$ cat src/design/stxfr_pkg.sv
// Shared types, codes and constants for the framed packet receiver and checker.
`timescale 1ns / 1ps
package stxfr_pkg;

  localparam int LENGTH_BITS_DEFAULT = 20;

  localparam int BYTE_W   = 8;
  localparam int CHECK_W  = 16;
  localparam int LEN_W    = 32;
  localparam int FLEN_W   = 20;
  localparam int CMD_W    = 8;
  localparam int MAXLEN_W = 20;
  localparam int CFG_W    = 20;
  localparam int CFG_IDX_W = 2;

  localparam logic [BYTE_W-1:0]   START_BYTE = 8'h7E;
  localparam logic [BYTE_W-1:0]   ZERO_BYTE  = 8'h00;
  localparam logic [CHECK_W-1:0]  CHECK_POLY = 16'h1021;
  localparam logic [CHECK_W-1:0]  CHECK_TOP  = 16'h8000;
  localparam logic [MAXLEN_W-1:0] MAX_LENGTH_RESET = 20'd512;

  typedef enum logic [CFG_IDX_W-1:0] {
    REG_EXPECTED_COMMAND = 2'd0,
    REG_MAX_LENGTH       = 2'd1,
    REG_EXACT_LENGTH     = 2'd2
  } reg_idx_t;

  typedef enum logic [2:0] {
    ST_OK       = 3'd0,
    ST_TYPE     = 3'd1,
    ST_LONG     = 3'd2,
    ST_CMD      = 3'd3,
    ST_CHECK    = 3'd4,
    ST_MISMATCH = 3'd5
  } status_t;

  typedef enum logic [1:0] {
    PH_HUNT    = 2'd0,
    PH_HEADER  = 2'd1,
    PH_PAYLOAD = 2'd2,
    PH_TRAILER = 2'd3
  } phase_t;

  typedef struct packed {
    logic              end_of_frame;
    logic [BYTE_W-1:0] payload_byte;
    status_t           status;
    logic [FLEN_W-1:0] frame_length;
  } result_t;

endpackage

$ cat src/design/stxfr_chk.sv
// Single-step running check update over one byte.
`timescale 1ns / 1ps
module stxfr_chk import stxfr_pkg::*; (
  input  logic [CHECK_W-1:0] chk_in,
  input  logic [BYTE_W-1:0]  data,
  output logic [CHECK_W-1:0] chk_out
);

  logic [CHECK_W-1:0] mixed;

  always_comb begin
    mixed = chk_in ^ {data, ZERO_BYTE};
    // one conditional shift only, not a full byte-wide CRC
    if ((mixed & CHECK_TOP) != '0) begin
      chk_out = {mixed[CHECK_W-2:0], 1'b0} ^ CHECK_POLY;
    end else begin
      chk_out = {mixed[CHECK_W-2:0], 1'b0};
    end
  end

endmodule

$ cat src/design/stxfr_core.sv
// Frame parser: hunt, header checks, payload pass-through and trailer check.
`timescale 1ns / 1ps
module stxfr_core import stxfr_pkg::*; #(
  parameter int LENGTH_BITS = LENGTH_BITS_DEFAULT
) (
  input  logic                 clk,
  input  logic                 rst,
  input  logic                 cfg_write,
  input  logic [CFG_IDX_W-1:0] cfg_index,
  input  logic [CFG_W-1:0]     cfg_data,
  input  logic                 take,
  input  logic [BYTE_W-1:0]    rx_byte,
  output logic                 res_valid,
  output result_t              res
);

  localparam logic [LEN_W-1:0]  LEN_MASK = LEN_W'((64'd1 << LENGTH_BITS) - 64'd1);
  localparam logic [FLEN_W-1:0] FLEN_MASK = LEN_MASK[FLEN_W-1:0];

  logic [CMD_W-1:0]    expected_command;
  logic [MAXLEN_W-1:0] max_length;
  logic                exact_length;

  phase_t                 phase, phase_next;
  logic [2:0]             hdr_idx, hdr_idx_next;
  logic [BYTE_W-1:0]      hdr_type, hdr_type_next;
  logic [LEN_W-1:0]       ann_len, ann_len_next;
  logic [LENGTH_BITS-1:0] pay_cnt, pay_cnt_next;
  logic [CHECK_W-1:0]     run_chk, run_chk_next;
  logic [CHECK_W-1:0]     rcv_chk, rcv_chk_next;
  logic                   trl_nz, trl_nz_next;

  logic [CHECK_W-1:0]     chk_upd;
  logic [LEN_W-1:0]       limit;
  logic [LENGTH_BITS-1:0] cnt_inc;
  logic                   trl_nz_now;

  stxfr_chk u_chk (
    .chk_in  (run_chk),
    .data    (rx_byte),
    .chk_out (chk_upd)
  );

  always_ff @(posedge clk) begin
    if (rst) begin
      expected_command <= '0;
      max_length       <= MAX_LENGTH_RESET;
      exact_length     <= 1'b0;
    end else if (cfg_write) begin
      unique case (cfg_index)
        REG_EXPECTED_COMMAND: expected_command <= cfg_data[CMD_W-1:0];
        REG_MAX_LENGTH:       max_length       <= cfg_data[MAXLEN_W-1:0];
        REG_EXACT_LENGTH:     exact_length     <= cfg_data[0];
        default: ;
      endcase
    end
  end

  assign limit      = {{(LEN_W-MAXLEN_W){1'b0}}, max_length} & LEN_MASK;
  assign cnt_inc    = pay_cnt + LENGTH_BITS'(1);
  assign trl_nz_now = trl_nz || (rx_byte != ZERO_BYTE);

  always_comb begin
    phase_next    = phase;
    hdr_idx_next  = hdr_idx;
    hdr_type_next = hdr_type;
    ann_len_next  = ann_len;
    pay_cnt_next  = pay_cnt;
    run_chk_next  = run_chk;
    rcv_chk_next  = rcv_chk;
    trl_nz_next   = trl_nz;
    res_valid        = 1'b0;
    res.end_of_frame = 1'b1;
    res.payload_byte = '0;
    res.status       = ST_OK;
    res.frame_length = ann_len[FLEN_W-1:0] & FLEN_MASK;

    unique case (phase)
      PH_HUNT: begin
        if (rx_byte == START_BYTE) begin
          phase_next    = PH_HEADER;
          hdr_idx_next  = '0;
          hdr_type_next = '0;
          ann_len_next  = '0;
          pay_cnt_next  = '0;
          run_chk_next  = '0;
          rcv_chk_next  = '0;
          trl_nz_next   = 1'b0;
        end
      end

      PH_HEADER: begin
        run_chk_next = chk_upd;
        hdr_idx_next = hdr_idx + 3'd1;
        if (hdr_idx == 3'd0) begin
          hdr_type_next = rx_byte;
        end else if (hdr_idx <= 3'd4) begin
          unique case (hdr_idx[1:0])
            2'd1:    ann_len_next[7:0]   = rx_byte;
            2'd2:    ann_len_next[15:8]  = rx_byte;
            2'd3:    ann_len_next[23:16] = rx_byte;
            default: ann_len_next[31:24] = rx_byte;
          endcase
        end else begin
          // command byte: first failing check wins, in order type, length, command
          hdr_idx_next = '0;
          pay_cnt_next = '0;
          if (hdr_type != ZERO_BYTE) begin
            res_valid  = 1'b1;
            res.status = ST_TYPE;
            phase_next = PH_HUNT;
          end else if (ann_len > limit) begin
            res_valid  = 1'b1;
            res.status = ST_LONG;
            phase_next = PH_HUNT;
          end else if (rx_byte != expected_command) begin
            res_valid  = 1'b1;
            res.status = ST_CMD;
            phase_next = PH_HUNT;
          end else if (ann_len == '0) begin
            phase_next = PH_TRAILER;
          end else begin
            phase_next = PH_PAYLOAD;
          end
        end
      end

      PH_PAYLOAD: begin
        run_chk_next     = chk_upd;
        pay_cnt_next     = cnt_inc;
        res_valid        = 1'b1;
        res.end_of_frame = 1'b0;
        res.payload_byte = rx_byte;
        res.frame_length = '0;
        if (cnt_inc == ann_len[LENGTH_BITS-1:0]) begin
          phase_next   = PH_TRAILER;
          hdr_idx_next = '0;
        end
      end

      default: begin
        hdr_idx_next = hdr_idx + 3'd1;
        if (hdr_idx == 3'd0) begin
          rcv_chk_next = {rx_byte, ZERO_BYTE};
        end else if (hdr_idx == 3'd1) begin
          rcv_chk_next[BYTE_W-1:0] = rx_byte;
        end else begin
          trl_nz_next = trl_nz_now;
          if (hdr_idx >= 3'd3) begin
            res_valid    = 1'b1;
            phase_next   = PH_HUNT;
            hdr_idx_next = '0;
            if (rcv_chk != run_chk || trl_nz_now) begin
              res.status = ST_CHECK;
            end else if (exact_length && ann_len != limit) begin
              res.status = ST_MISMATCH;
            end else begin
              res.status = ST_OK;
            end
          end
        end
      end
    endcase

    if (!take) begin
      res_valid = 1'b0;
    end
  end

  always_ff @(posedge clk) begin
    if (rst) begin
      phase    <= PH_HUNT;
      hdr_idx  <= '0;
      hdr_type <= '0;
      ann_len  <= '0;
      pay_cnt  <= '0;
      run_chk  <= '0;
      rcv_chk  <= '0;
      trl_nz   <= 1'b0;
    end else if (take) begin
      phase    <= phase_next;
      hdr_idx  <= hdr_idx_next;
      hdr_type <= hdr_type_next;
      ann_len  <= ann_len_next;
      pay_cnt  <= pay_cnt_next;
      run_chk  <= run_chk_next;
      rcv_chk  <= rcv_chk_next;
      trl_nz   <= trl_nz_next;
    end
  end

endmodule

$ cat config.mk
export PLATFORM = sky130hd
export DESIGN_NAME = stxfr_core
export DESIGN_NICKNAME = d
export VERILOG_FILES = /design/src/design/stxfr_pkg.sv /design/src/design/stxfr_chk.sv /design/src/design/stxfr_core.sv
export SDC_FILE = /design/constraint.sdc
export NUM_CORES = 1
export LEC_CHECK = 0
export CORE_ASPECT_RATIO = 1.2
export CORE_MARGIN = 8
export CORE_UTILIZATION = 55
export CTS_BUF_LIST = sky130_fd_sc_hd__clkbuf_8
export DETAILED_ROUTE_END_ITERATION = 16
export DONT_BUFFER_PORTS = 1
export PLACE_DENSITY = 0.7
export SYNTH_ARGS = -nofsm -noshare
export SYNTH_HDL_FRONTEND = slang
export SYNTH_SLANG_ARGS = --single-unit
$ cat constraint.sdc
create_clock -name clk -period 3.55 [get_ports clk]
set_input_delay 0.8875 -clock clk [delete_from_list [all_inputs] [get_ports clk]]
set_output_delay 0.8875 -clock clk [all_outputs]
set_load 0.1 [all_outputs]
# --- Yosys cells after proc, flatten, opt, wreduce, memory -nomap -nowiden ---
# Cells that the tools add are included.
totals:
  ff_bits: 127
  input_bits: 34
  output_inout_bits: 33
  wordCells: 151
op_classes:
  addsub: 2
  order_cmp: 3
  n_eq_ne: 27
  n_mux: 68
  bitwise: 3
  n_reduce_logical: 33
ops:
  columns: ["cell", "count"]
  rows:
  - ["2-to-1 mux 32 bit", 3]
  - ["2-to-1 mux 20 bit", 4]
  - ["2-to-1 mux 8 bit", 8]
  - ["case mux 16 bit (2 select lines)", 2]
  - ["case mux 32 bit (2 select lines)", 1]
  - ["case mux 20 bit (3 select lines)", 1]
  - ["2-to-1 mux 3 bit", 12]
  - ["> comparator 32 x 20 -> 1 bit", 1]
  - ["logical NOT 32 bit", 1]
  - ["inequality test 32 x 20 -> 1 bit", 1]
  - ["2-to-1 mux 2 bit", 15]
  - ["AND reduction 6 bit", 4]
  - ["adder 20 x 1 -> 20 bit (second input constant)", 1]
  - ["equality test 20 bit", 1]
  - ["2-to-1 mux 16 bit", 1]
  - ["inequality test 16 bit", 1]
  - ["case mux 8 bit (2 select lines)", 1]
  - ["nonzero test 8 bit", 2]
  - ["bitwise XOR 16 bit", 1]
  - ["inequality test 2 bit (second input constant)", 7]
  - ["2-to-1 mux 1 bit", 13]
  - ["2-to-1 mux 13 bit", 1]
  - ["AND reduction 4 bit", 3]
  - ["inequality test 2 x 1 -> 1 bit (second input constant)", 5]
  - ["31 further kinds", 46]

# --- Longest topological paths before layout ---
# Gate-level depths: netlist of run 1.
depth:
  word_depth: 8
  depth_mapped: 11

# --- Cells and area by module ---
# A second synthesis of run 1 with hierarchy kept.
hier_totals:
  hier_cells: 901
  hier_area_um2: 7194.4
by_module_without_submodules:
  columns: ["mod", "n_inst", "cells_each", "area_each_um2", "seq_area_each_um2"]
  rows:
  - ["stxfr_core", 1, 884, 7046.8, 2542.4]
  - ["stxfr_chk", 1, 17, 147.6, 0.0]

# --- Least setup slack after synthesis of run 1 ---
# OpenSTA, ideal clock, no wires.
synth_timing:
  kind: "input port to output port"
  startpoint: "in rx_byte[4]"
  endpoint: "out res[20] in the netlist's numbering"
  t_arrival_ns: 4.007
  required_ns: 2.663
  path_slack_ns: -1.345
  path_stages: 6
  n_path_buf: 1
  path_cell_list: "buf_4 -> nor4_1 -> nand2_1 -> nor4_1 -> nand3_1 -> o31ai_1"
synth_rtl:
  columns: ["element", "line", "rtl"]
  rows:
  - ["start, declared", "stxfr_core.sv:12", "input logic [BYTE_W-1:0] rx_byte,"]
  - ["end, declared", "stxfr_core.sv:14", "output result_t res"]

# --- Worst setup path in the final report of run 1 ---
layout_timing:
  startpoint: "reg ann_len[13]"
  endpoint: "out res_valid"
layout_between:
  elab_chain_len: 7
layout_lines:
  columns: ["element", "line", "rtl"]
  rows:
  - ["start, declared", "stxfr_core.sv:27", "logic [LEN_W-1:0] ann_len, ann_len_next;"]
  - ["start signal, assigned", "stxfr_core.sv:184", "ann_len <= ann_len_next;"]
  - ["> comparator 32 x 20 -> 1 bit", "stxfr_core.sv:112", "end else if (ann_len > limit) begin"]
  - ["2-to-1 mux 1 bit", "stxfr_core.sv:112", null]
  - ["2-to-1 mux 1 bit", "stxfr_core.sv:108", "if (hdr_type != ZERO_BYTE) begin"]
  - ["2-to-1 mux 1 bit", "stxfr_core.sv:97", "end else if (hdr_idx <= 3'd4) begin"]
  - ["2-to-1 mux 1 bit", "stxfr_core.sv:95", "if (hdr_idx == 3'd0) begin"]
  - ["case mux 1 bit (3 select lines)", "stxfr_core.sv:78", "unique case (phase)"]
  - ["2-to-1 mux 1 bit", "stxfr_core.sv:165", "if (!take) begin"]
  - ["end, declared", "stxfr_core.sv:13", "output logic res_valid,"]
# No other way between the ends.

==> results by group, run 1 <==
Outcome
  • Outcome: complete, but fails checks
  • Failing checks: setup timing

Yosys
  • Cell count after synthesis: 880
  • Post-synthesis register bit count: 127
  • Syn_nets: 944
  • Post-synth top area share: 0.353
  • Largest area contributor in the netlist: dfxtp_1
  • Synth warnings: 0
  • Synth top area cells: dfxtp_1, mux2i_1, nor2_1
  • Most common flop cell mapped by yosys: dfxtp_1
  • Synthesized area: 7210 um2
  • Syn avg cell area: 8.20 um2
  • Ys async rst share: 0
  • Register area share after synthesis: 0.353
  • Yosys cell types: 68
  • Number of flops mapped to enable cells by yosys: 0

Finish
  • Diode count: 0
  • Non-Filler Instances: 1075
  • # fillers: 1089
  • Final core occ: 0.637
  • Nets: 958
  • Area growth from synthesis to layout: 14.9%
  • Fin area: 8290 um2
  • Share of layout cells above drive strength 1: 0.191

GRT
  • Via count of the first global-routing pass: 6424
  • Global routing's busiest layer: met2
  • Initial antenna violation count: 0
  • Aggregate global-route resource usage: 0.234
  • Pin count of the biggest net entering global routing: 131
  • Global-route wire length before repair: 31900 um
  • GRT overflow: 0
  • Grt met3 use: 0.0414
  • Met2 Usage GRT: 0.414
  • GRT met1 Usage: 0.263

Worst setup path
  • Crit-path cells: ha_4, a21oi_4, nor2_2, a211oi_2, nand3_2, o311a_4, nor2_4, a21oi_2, o311a_1, buf_12
  • Buf+Inv Stages, Crit Path: 1
  • Largest delay share family, worst path: compound AO/OA/AOI/OAI gates
  • Critical path type: flop to output port
  • Critical Path End Type: output port
  • R2R setup slack: 0.69 ns
  • CP arrival: 2.71 ns
  • Worst EP required: 2.66 ns
  • Critical path startpoint category: flop
  • Worst path slowest cell: dfxtp_4
  • Critical Path Max Stage Delay: 0.36 ns
  • CP Max Fanout: 3

STA
  • Final Hold Fails: 0
  • Hold WS: 0.457 ns
  • RSZ-0062 raised after global routing: true
  • Post-layout min period: 3.60 ns
  • Final setup TNS: -0.0844 ns
  • Slew margin rel.: 0.318
  • Final worst path period share: 1.01
  • Final worst setup slack: -0.0456 ns
  • Final Skew: 0.00903 ns
  • Slew @ Worst Pin: 1.02 ns
  • FMAX: 278 MHz
  • Final setup fails: 2
  • Max Transition Viols Final: 0

Clocking
  • CTS Hold Buffers Added: 0
  • H-tree depth: 4
  • CTS buffer count: 17
  • CTS tree: yes
  • Clock Path Buffers: 2
  • Clk pin slew, worst setup/hold paths: 0.08 ns
  • Clk sinks: 127
  • Clk_lat worst skew: 0.45 ns
  • Root Buffer: clkbuf_8

Job
  • Max-cap viol count: 0

Place
  • Hpwl dp: 14000 um
  • Worst Setup Slack post-DPL: 0.0879 ns
  • Port Buffer Count: 0
  • Placer congestion estimate: 0.935
  • Placed Instances: 1039
  • Post-DP Area: 7640 um2

Routing
  • Vias per cell: 5.91
  • Vias post-DR: 6350
  • Iteration-0 DRC Markers: 580
  • Remaining DRCs: 0
  • DR pass1 iterations: 4
  • Post-route ant nets: 0
  • DR WL/cell: 18.6 um
  • Final WL: 20000 um

Floorplanning
  • Die width: 121 um
  • Num ports: 67
  • Initial core utilization: 0.554
  • Core area: 13000 um2
  • DIE HEIGHT: 141 um
  • Die Footprint: 17000 um2
  • Num rows: 46

Power and ir drop
  • Final Total Pwr: 2.82 mW
  • VDD IR max: 0.000243 V
  • PwrDens: 340 nW/um2
  • Leak: 3.21 nW

Worst hold path
  • Hold Path Class: flop to flop
## metal layers
| layer | vias to the layer above | wire length (um) | part of all wire |
|---|---|---|---|
| li1 | 3048 | - | - |
| met1 | 3050 | 8190 | 0.41 |
| met2 | 201 | 10200 | 0.51 |
| met3 | 51 | 1000 | 0.050 |
| met4 | 0 | 625 | 0.031 |
| met5 | - | 0 | 0 |
## registers in the layout, summed over array words and instances (netlist names)
name,count
ann_len,32
max_length,20
pay_cnt,20
rcv_chk,16
run_chk,16
expected_command,8
hdr_type,8
hdr_idx,3
phase,2
exact_length,1
trl_nz,1
## worst register-to-register path: stages, from the launching register on
cell and delay [ns]:
dfxtp_1 0.48, ha_1 0.34, nand3_1 0.23, nor4_4 0.40
nand3_1 0.19, xnor2_1 0.18, o2111ai_1 0.21, o22ai_2 0.39
nor3b_2 0.25, o31ai_1 0.08
## cell usage after synthesis, types with 2 or more instances
master,number
nor2_1,131
dfxtp_1,127
nand2_1,86
a21oi_1,66
mux2i_1,51
clkbuf_1,39
xnor2_1,36
ha_1,30
inv_1,30
xor2_1,24
nor2b_1,23
nand3_1,19
and2_1,18
nand4_1,17
nor3_1,17
a22oi_1,16
nor4_1,15
nor3b_1,14
o21ai_0,14
buf_2,10
o31ai_1,9
and3_1,7
buf_4,7
a21o_1,6
nand3b_1,6
nand2b_1,4
o211ai_1,4
a21oi_2,3
and4_1,3
o311a_1,3
a31oi_1,2
nand2_4,2
nor4_2,2
o2111ai_1,2
o211a_1,2
o21bai_1,2
or3_4,2
## power breakdown
group | switching (mW) | total [mW] | leakage [nW] | internal (mW)
clock | 0.610 | 1.29 | 0.204 | 0.683
combinational | 0.0462 | 0.0861 | 1.97 | 0.0399
sequential | 0.00688 | 1.44 | 1.03 | 1.43
## logic make-up after synthesis
logic type / Yosys count / share of synthesized area
AOI/OAI and AO/OA: 144 / 0.132
xor gates and xnor gates: 60 / 0.0729
adders and majority gates: 30 / 0.0520
buffers and inverters: 88 / 0.0522
DFF: 127 / 0.353
muxes: 51 / 0.0708
and+or+nand+nor: 380 / 0.268
## final timing paths
kind | startpoint | end | depth (start not counted)
setup reg to reg | pay_cnt[0]$_SDFFE_PP0P_ | phase[1]$_SDFFE_PP0P_ | 9
setup / recovery | ann_len[13]$_SDFFE_PP0P_ | res_valid | 10
hold reg to reg | max_length[2]$_SDFFE_PP0P_ | max_length[2]$_SDFFE_PP0P_ | 2
hold / removal | max_length[2]$_SDFFE_PP0P_ | max_length[2]$_SDFFE_PP0P_ | 2
## layout make-up
type | count | area [um2] | area share
Clock buffer | 20 | 275 | 0.0332
Clock inverter | 12 | 134 | 0.0162
Inverter | 30 | 113 | 0.0136
Multi-Input combinational cell | 665 | 4550 | 0.549
Sequential cell | 127 | 2570 | 0.310
Tap cell | 168 | 210 | 0.0254
Timing Repair Buffer | 53 | 439 | 0.0530
## cells in the final DEF (no fill, tap or decap), types with 4 or more instances in the layout
master and instances:
ha_4 7, inv_1 27, a21oi_2 5, and3_1 6, nor2b_2 19, nand2_1 86
nand3b_1 6, nand2b_1 4, dfxtp_1 109, a21o_1 6, inv_2 4, o211ai_1 4
o21ai_0 12, dfxtp_2 16, and2_1 18, nor3_1 16, buf_4 49, nor2_1 128
xnor2_1 36, a22oi_1 16, xor2_1 24, nor2b_1 4, nand3_1 18, ha_1 21
nand4_1 17, nor4_1 15, a21oi_1 63, o31ai_1 8, mux2i_1 51, nor3b_1 14
clkbuf_8 20
## repair_timing
item	4_1_cts	5_1_grt
setup buffers	3	2
gates resized for setup	24	30
pin swaps	9	12
endpoints found under the setup margin	3	3
hold endpoints to repair	0	0
(Power assumes the default switching activity.)
==> inputs of run 2 (changes only) <==
Settings changed: SETUP_SLACK_MARGIN set to 0.05.
==> run 2 against run 1 <==
Against the previous run:
- the run still ends with setup timing left
- critical path depth unchanged
- critical path type unchanged
- sequential share of layout area about the same
- non-clock buffer count up 1
==> results by group, run 2 (synthesized netlist as in run 1, its figures left out) <==
GRT
  • GRT overflow: 0
  • Via count of the first global-routing pass: 6425
  • Initial antenna violation count: 0
  • Global-route wire length before repair: 32000 um
  • Pin count of the biggest net entering global routing: 131
  • Aggregate global-route resource usage: 0.234

Finish
  • Regs by FF count: ann_len: 32 flops, max_length: 20 flops, pay_cnt: 20 flops
  • Area growth from synthesis to layout: 15.1%
  • Fin area: 8300 um2
  • # fillers: 1088
  • Commonest non-fill, non-tap cell in the layout: nor2_1
  • Nets: 959
  • Final core occ: 0.638
  • Max reg flops: 32
  • Non-Filler Instances: 1076
  • Most frequent cells in the layout: nor2_1, dfxtp_1, nand2_1
  • Diode count: 0
  • Reg with most FFs: ann_len
  • Share of layout cells above drive strength 1: 0.193

Worst hold path
  • Hold Path Class: flop to flop

Place
  • Placer congestion estimate: 0.935
  • Port Buffer Count: 0
  • Post-DP Area: 7640 um2
  • Placed Instances: 1039
  • Hpwl dp: 14000 um

Outcome
  • Outcome: complete, but fails checks
  • Failing checks: setup timing

Floorplanning
  • Die width: 121 um
  • DIE HEIGHT: 141 um
  • Num ports: 67
  • Num rows: 46
  • Die Footprint: 17000 um2
  • Core area: 13000 um2
  • Initial core utilization: 0.554

Power and ir drop
  • Switching Share: 0.235
  • Clock power share: 0.458
  • Comb pwr share: 0.031
  • Pint: 2.16 mW
  • PwrDens: 340 nW/um2
  • Final Total Pwr: 2.82 mW
  • VDD IR max: 0.000245 V
  • Sequential fraction of design power: 0.511
  • Leak: 3.21 nW
  • Sw Pwr: 0.661 mW

STA
  • Slew @ Worst Pin: 1.03 ns
  • Final Skew: 0.00994 ns
  • Hold WS: 0.455 ns
  • RSZ-0062 raised after global routing: true
  • Final setup fails: 2
  • Final worst setup slack: -0.0378 ns
  • Post-layout min period: 3.59 ns
  • Max Transition Viols Final: 0
  • FMAX: 279 MHz
  • Slew margin rel.: 0.309
  • Final worst path period share: 1.01
  • Final Hold Fails: 0

Worst setup path
  • Crit-path cells: ha_4, a21oi_4, nor2_2, a211oi_2, nand3_2, o311a_4, nor2_4, a21oi_2, o311a_1, buf_12
  • Critical Path End Type: output port
  • Critical path type: flop to output port
  • Worst path slowest cell: dfxtp_4
  • CP Max Fanout: 3
  • CP arrival: 2.70 ns
  • Critical Path Max Stage Delay: 0.36 ns
  • Critical path startpoint category: flop
  • Worst EP required: 2.66 ns
  • R2R setup slack: 0.70 ns

Clocking
  • Root Buffer: clkbuf_8
  • CTS tree: yes
  • H-tree depth: 4
  • CTS Hold Buffers Added: 0
  • Clk pin slew, worst setup/hold paths: 0.08 ns
  • Clock Path Buffers: 2
  • Clk_lat worst skew: 0.45 ns
  • CTS buffer count: 17
  • Clk sinks: 127

Routing
  • Post-route ant nets: 0
  • Vias per cell: 5.92
  • Remaining DRCs: 0
  • Final WL: 20000 um
  • Iteration-0 DRC Markers: 507
  • DR WL/cell: 18.6 um
  • Vias post-DR: 6365
  • DR pass1 iterations: 5

Job
  • Max-cap viol count: 0
==> run 2: power by group through the flow <==
stage               clock network, mW  logic (mW)  registers [mW]
finish                           1.29      0.0867            1.44
global route                     1.36      0.0951            1.44
CTS                              1.31      0.0815            1.44
detailed placement                  0      0.0748            1.47
global placement                    0      0.0710            1.47
floorplan                           0      0.0924            1.47
==> run 2: area by class of cell <==
type                            instances  area [um2]  area share
Timing Repair Buffer                   54         447      0.0538
Inverter                               30         113      0.0136
Sequential cell                       127        2570       0.310
Tap cell                              168         210      0.0253
Multi-Input combinational cell        665        4550       0.548
Clock buffer                           20         275      0.0332
Clock inverter                         12         134      0.0161
==> run 2: stage by stage <==
| step | worst slack, ns | setup TNS (ns) |
|---|---|---|
| CTS | -0.183 | -0.309 |
| floorplan | -0.0845 | -0.0845 |
| detailed placement | 0.0879 | 0 |
| global placement | 0.157 | 0 |
| finish | -0.0378 | -0.0699 |
| global route | -0.138 | -0.271 |
==> run 2: metal layers <==
metal	global-route usage	up-vias	part of all wire
li1	-	3051	-
met1	0.263	3028	0.40
met2	0.414	230	0.51
met3	0.0414	56	0.055
met4	0.118	0	0.035
met5	0	-	0
==> run 2: critical path: cells and delay by family (launching register included) <==
kind	cells	cell delay, ns
buf+inv	1	0.18
compound gates	5	1.16
simple gates	3	0.28
fa+ha+maj	1	0.26
flops	1	0.36
==> run 2: final timing paths <==
kind                                            startpoint                          to  cells after the start
worst min-delay path            max_length[2]$_SDFFE_PP0P_  max_length[2]$_SDFFE_PP0P_                      2
worst min register to register  max_length[2]$_SDFFE_PP0P_  max_length[2]$_SDFFE_PP0P_                      2
worst max-delay path              ann_len[13]$_SDFFE_PP0P_                   res_valid                     10
worst max register to register     pay_cnt[0]$_SDFFE_PP0P_       phase[1]$_SDFFE_PP0P_                      9
==> run 2: timing repair <==
action | CTS | global route
resized for setup | 25 | 30
endpoints found under the setup margin | 3 | 3
pin swaps | 9 | 13
setup buffers | 3 | 3
==> inputs of run 3 (changes only) <==
Settings changed: ABC_AREA set to 0, CAP_MARGIN set to 25, CORE_UTILIZATION 55 to 66, PLACE_DENSITY 0.7 to 0.82.
==> run 3 against run 2 <==
Against the previous run:
- the flow still finishes with violations (setup timing)
- routed wire length is 3.3% higher
- sequential power hardly changed
- worst hold slack better by 0.0055 ns
==> results by group, run 3 (synthesized netlist as in run 1, its figures left out) <==
Worst setup path
  • Critical Path End Type: output port
  • CP Max Fanout: 2
  • Buf+Inv Stages, Crit Path: 3
  • Worst setup path start: max_length[5]$_SDFFE_PP0P_
  • FF-to-FF path depth: 9
  • Largest delay share family, worst path: compound AO/OA/AOI/OAI gates
  • Critical Path Max Stage Delay: 0.41 ns
  • Critical path type: flop to output port
  • Most frequent CP cell: a21o_1
  • RR Startpoint: pay_cnt[0]$_SDFFE_PP0P_
  • Worst path slowest cell: o311a_4
  • Critical path depth: 12
  • Critical path startpoint category: flop
  • CP arrival: 2.78 ns
  • Worst EP required: 2.66 ns
  • Crit-path cells: inv_2, ha_4, a21o_1, a21o_1, a21oi_2, a21boi_2, o311a_4, buf_6, o21ai_2, nand3b_1, o31ai_4, buf_12

STA
  • Final Hold Fails: 0
  • RSZ-0062 raised after global routing: true
  • Final worst setup slack: -0.115 ns
  • Max Transition Viols Final: 0
  • Final Skew: 0.0134 ns
  • Post-layout min period: 3.67 ns
  • Slew @ Worst Pin: 1.02 ns
  • Final worst path period share: 1.03
  • Final setup fails: 2
  • Slew margin rel.: 0.314
  • FMAX: 273 MHz

Finish
  • Reg with most FFs: ann_len
  • Diode count: 0
  • Share of layout cells above drive strength 1: 0.188
  • Non-Filler Instances: 1037
  • Regs by FF count: ann_len: 32 flops, max_length: 20 flops, pay_cnt: 20 flops
  • Commonest non-fill, non-tap cell in the layout: nor2_1
  • Fin area: 8250 um2
  • Most frequent cells in the layout: nor2_1, dfxtp_1, nand2_1
  • Final core occ: 0.762
  • Area growth from synthesis to layout: 14.3%
  • Max reg flops: 32
  • # fillers: 726
  • Nets: 956

GRT
  • Global-route wire length before repair: 32300 um
  • GRT overflow: 0
  • Initial antenna violation count: 1
  • Pin count of the biggest net entering global routing: 131
  • Aggregate global-route resource usage: 0.272
  • Via count of the first global-routing pass: 6666

Routing
  • Vias post-DR: 6705
  • Post-route ant nets: 0
  • Iteration-0 DRC Markers: 631
  • Vias per cell: 6.47
  • Final WL: 20700 um
  • DR WL/cell: 19.9 um
  • Remaining DRCs: 0
  • DR pass1 iterations: 6

Clocking
  • CTS buffer count: 17
  • Root Buffer: clkbuf_8
  • H-tree depth: 4
  • Clk sinks: 127
  • Clock Path Buffers: 2
  • CTS tree: yes
  • Clk_lat worst skew: 0.45 ns
  • Clk pin slew, worst setup/hold paths: 0.09 ns

Power and ir drop
  • Sw Pwr: 0.711 mW
  • Leak: 3.19 nW
  • Switching Share: 0.249
  • PwrDens: 346 nW/um2
  • Comb pwr share: 0.032
  • Sequential fraction of design power: 0.505
  • Clock power share: 0.463
  • Pint: 2.14 mW
  • VDD IR max: 0.000320 V
  • Final Total Pwr: 2.85 mW

Place
  • Post-DP Area: 7580 um2
  • Port Buffer Count: 0
  • Placer congestion estimate: 0.939
  • Worst Setup Slack post-DPL: 0.0438 ns
  • Hpwl dp: 13800 um
  • Placed Instances: 1001

Worst hold path
  • Hold Crit Start: max_length[4]$_SDFFE_PP0P_
  • Worst hold stages: 2
  • Hold Path Class: flop to flop

Outcome
  • Failing checks: setup timing
  • Outcome: complete, but fails checks

Floorplanning
  • Num rows: 42
  • Core area: 10800 um2
  • DIE HEIGHT: 131 um
  • Initial core utilization: 0.666
  • Die width: 111 um
  • Die Footprint: 14500 um2
  • Num ports: 67

Job
  • Max-cap viol count: 0
==> run 3: changes by cell type in the layout (fill, tap and decap cells not counted), sizes merged <==
cell / change
inv: +5
buf: -3
clkbuf: -2
clkinv: -2
clkinvlp: -1
==> run 3: area by class of cell <==
class | instances | area (um2) | area share
multi-input combinational | 665 | 4560 | 0.553
tap | 132 | 165 | 0.0200
timing repair buffer | 51 | 424 | 0.0514
sequential | 127 | 2570 | 0.311
inverter | 30 | 113 | 0.0137
clock inverter | 14 | 168 | 0.0203
clock buffer | 18 | 248 | 0.0300
==> run 3: worst register-to-register path: cells and delay by family, from the launching register on <==
kind	cells	cell delay, ns
and+or+nand+nor	5	1.26
AOI/OAI and AO/OA	3	0.68
DFF	1	0.49
adders and majority gates	1	0.37
==> run 3: power groups by stage <==
stage | registers [mW] | clock network, mW | logic [mW]
after floorplan | 1.47 | 0 | 0.0924
after global placement | 1.47 | 0 | 0.0702
after detailed placement | 1.47 | 0 | 0.0748
after CTS | 1.44 | 1.32 | 0.0817
after global routing | 1.44 | 1.39 | 0.100
final | 1.44 | 1.32 | 0.0919
==> run 3: per-layer routing <==
metal	vias up	GRT usage	routed length (um)
met5	-	0	0
met4	0	0.156	807
met1	3206	0.284	7710
li1	3060	-	-
met3	77	0.0644	1450
met2	362	0.495	10700
==> run 3: stage by stage <==
stage | TNS [ns] | hold WS [ns]
6_report | -0.223 | 0.461
5_1_grt | -0.510 | 0.478
4_1_cts | -0.373 | 0.458
3_5_place_dp | 0 | 0.445
3_3_place_gp | 0 | 0.441
2_1_floorplan | -0.0845 | 0.436
==> run 3: timing repair <==
action / 4_1_cts / 5_1_grt
buffers inserted: 3 / 1
pin swaps: 10 / 15
hold buffers: 0 / 0
setup endpoints to repair: 3 / 3
gates resized for setup: 24 / 27
==> run 3: path summary, 6_finish.rpt <==
kind | slack, ns | end
setup / recovery | -0.12 | res[20]
hold / removal | 0.46 | max_length[4]$_SDFFE_PP0P_
setup reg to reg | 0.64 | phase[1]$_SDFFE_PP0P_
hold reg to reg | 0.46 | max_length[4]$_SDFFE_PP0P_
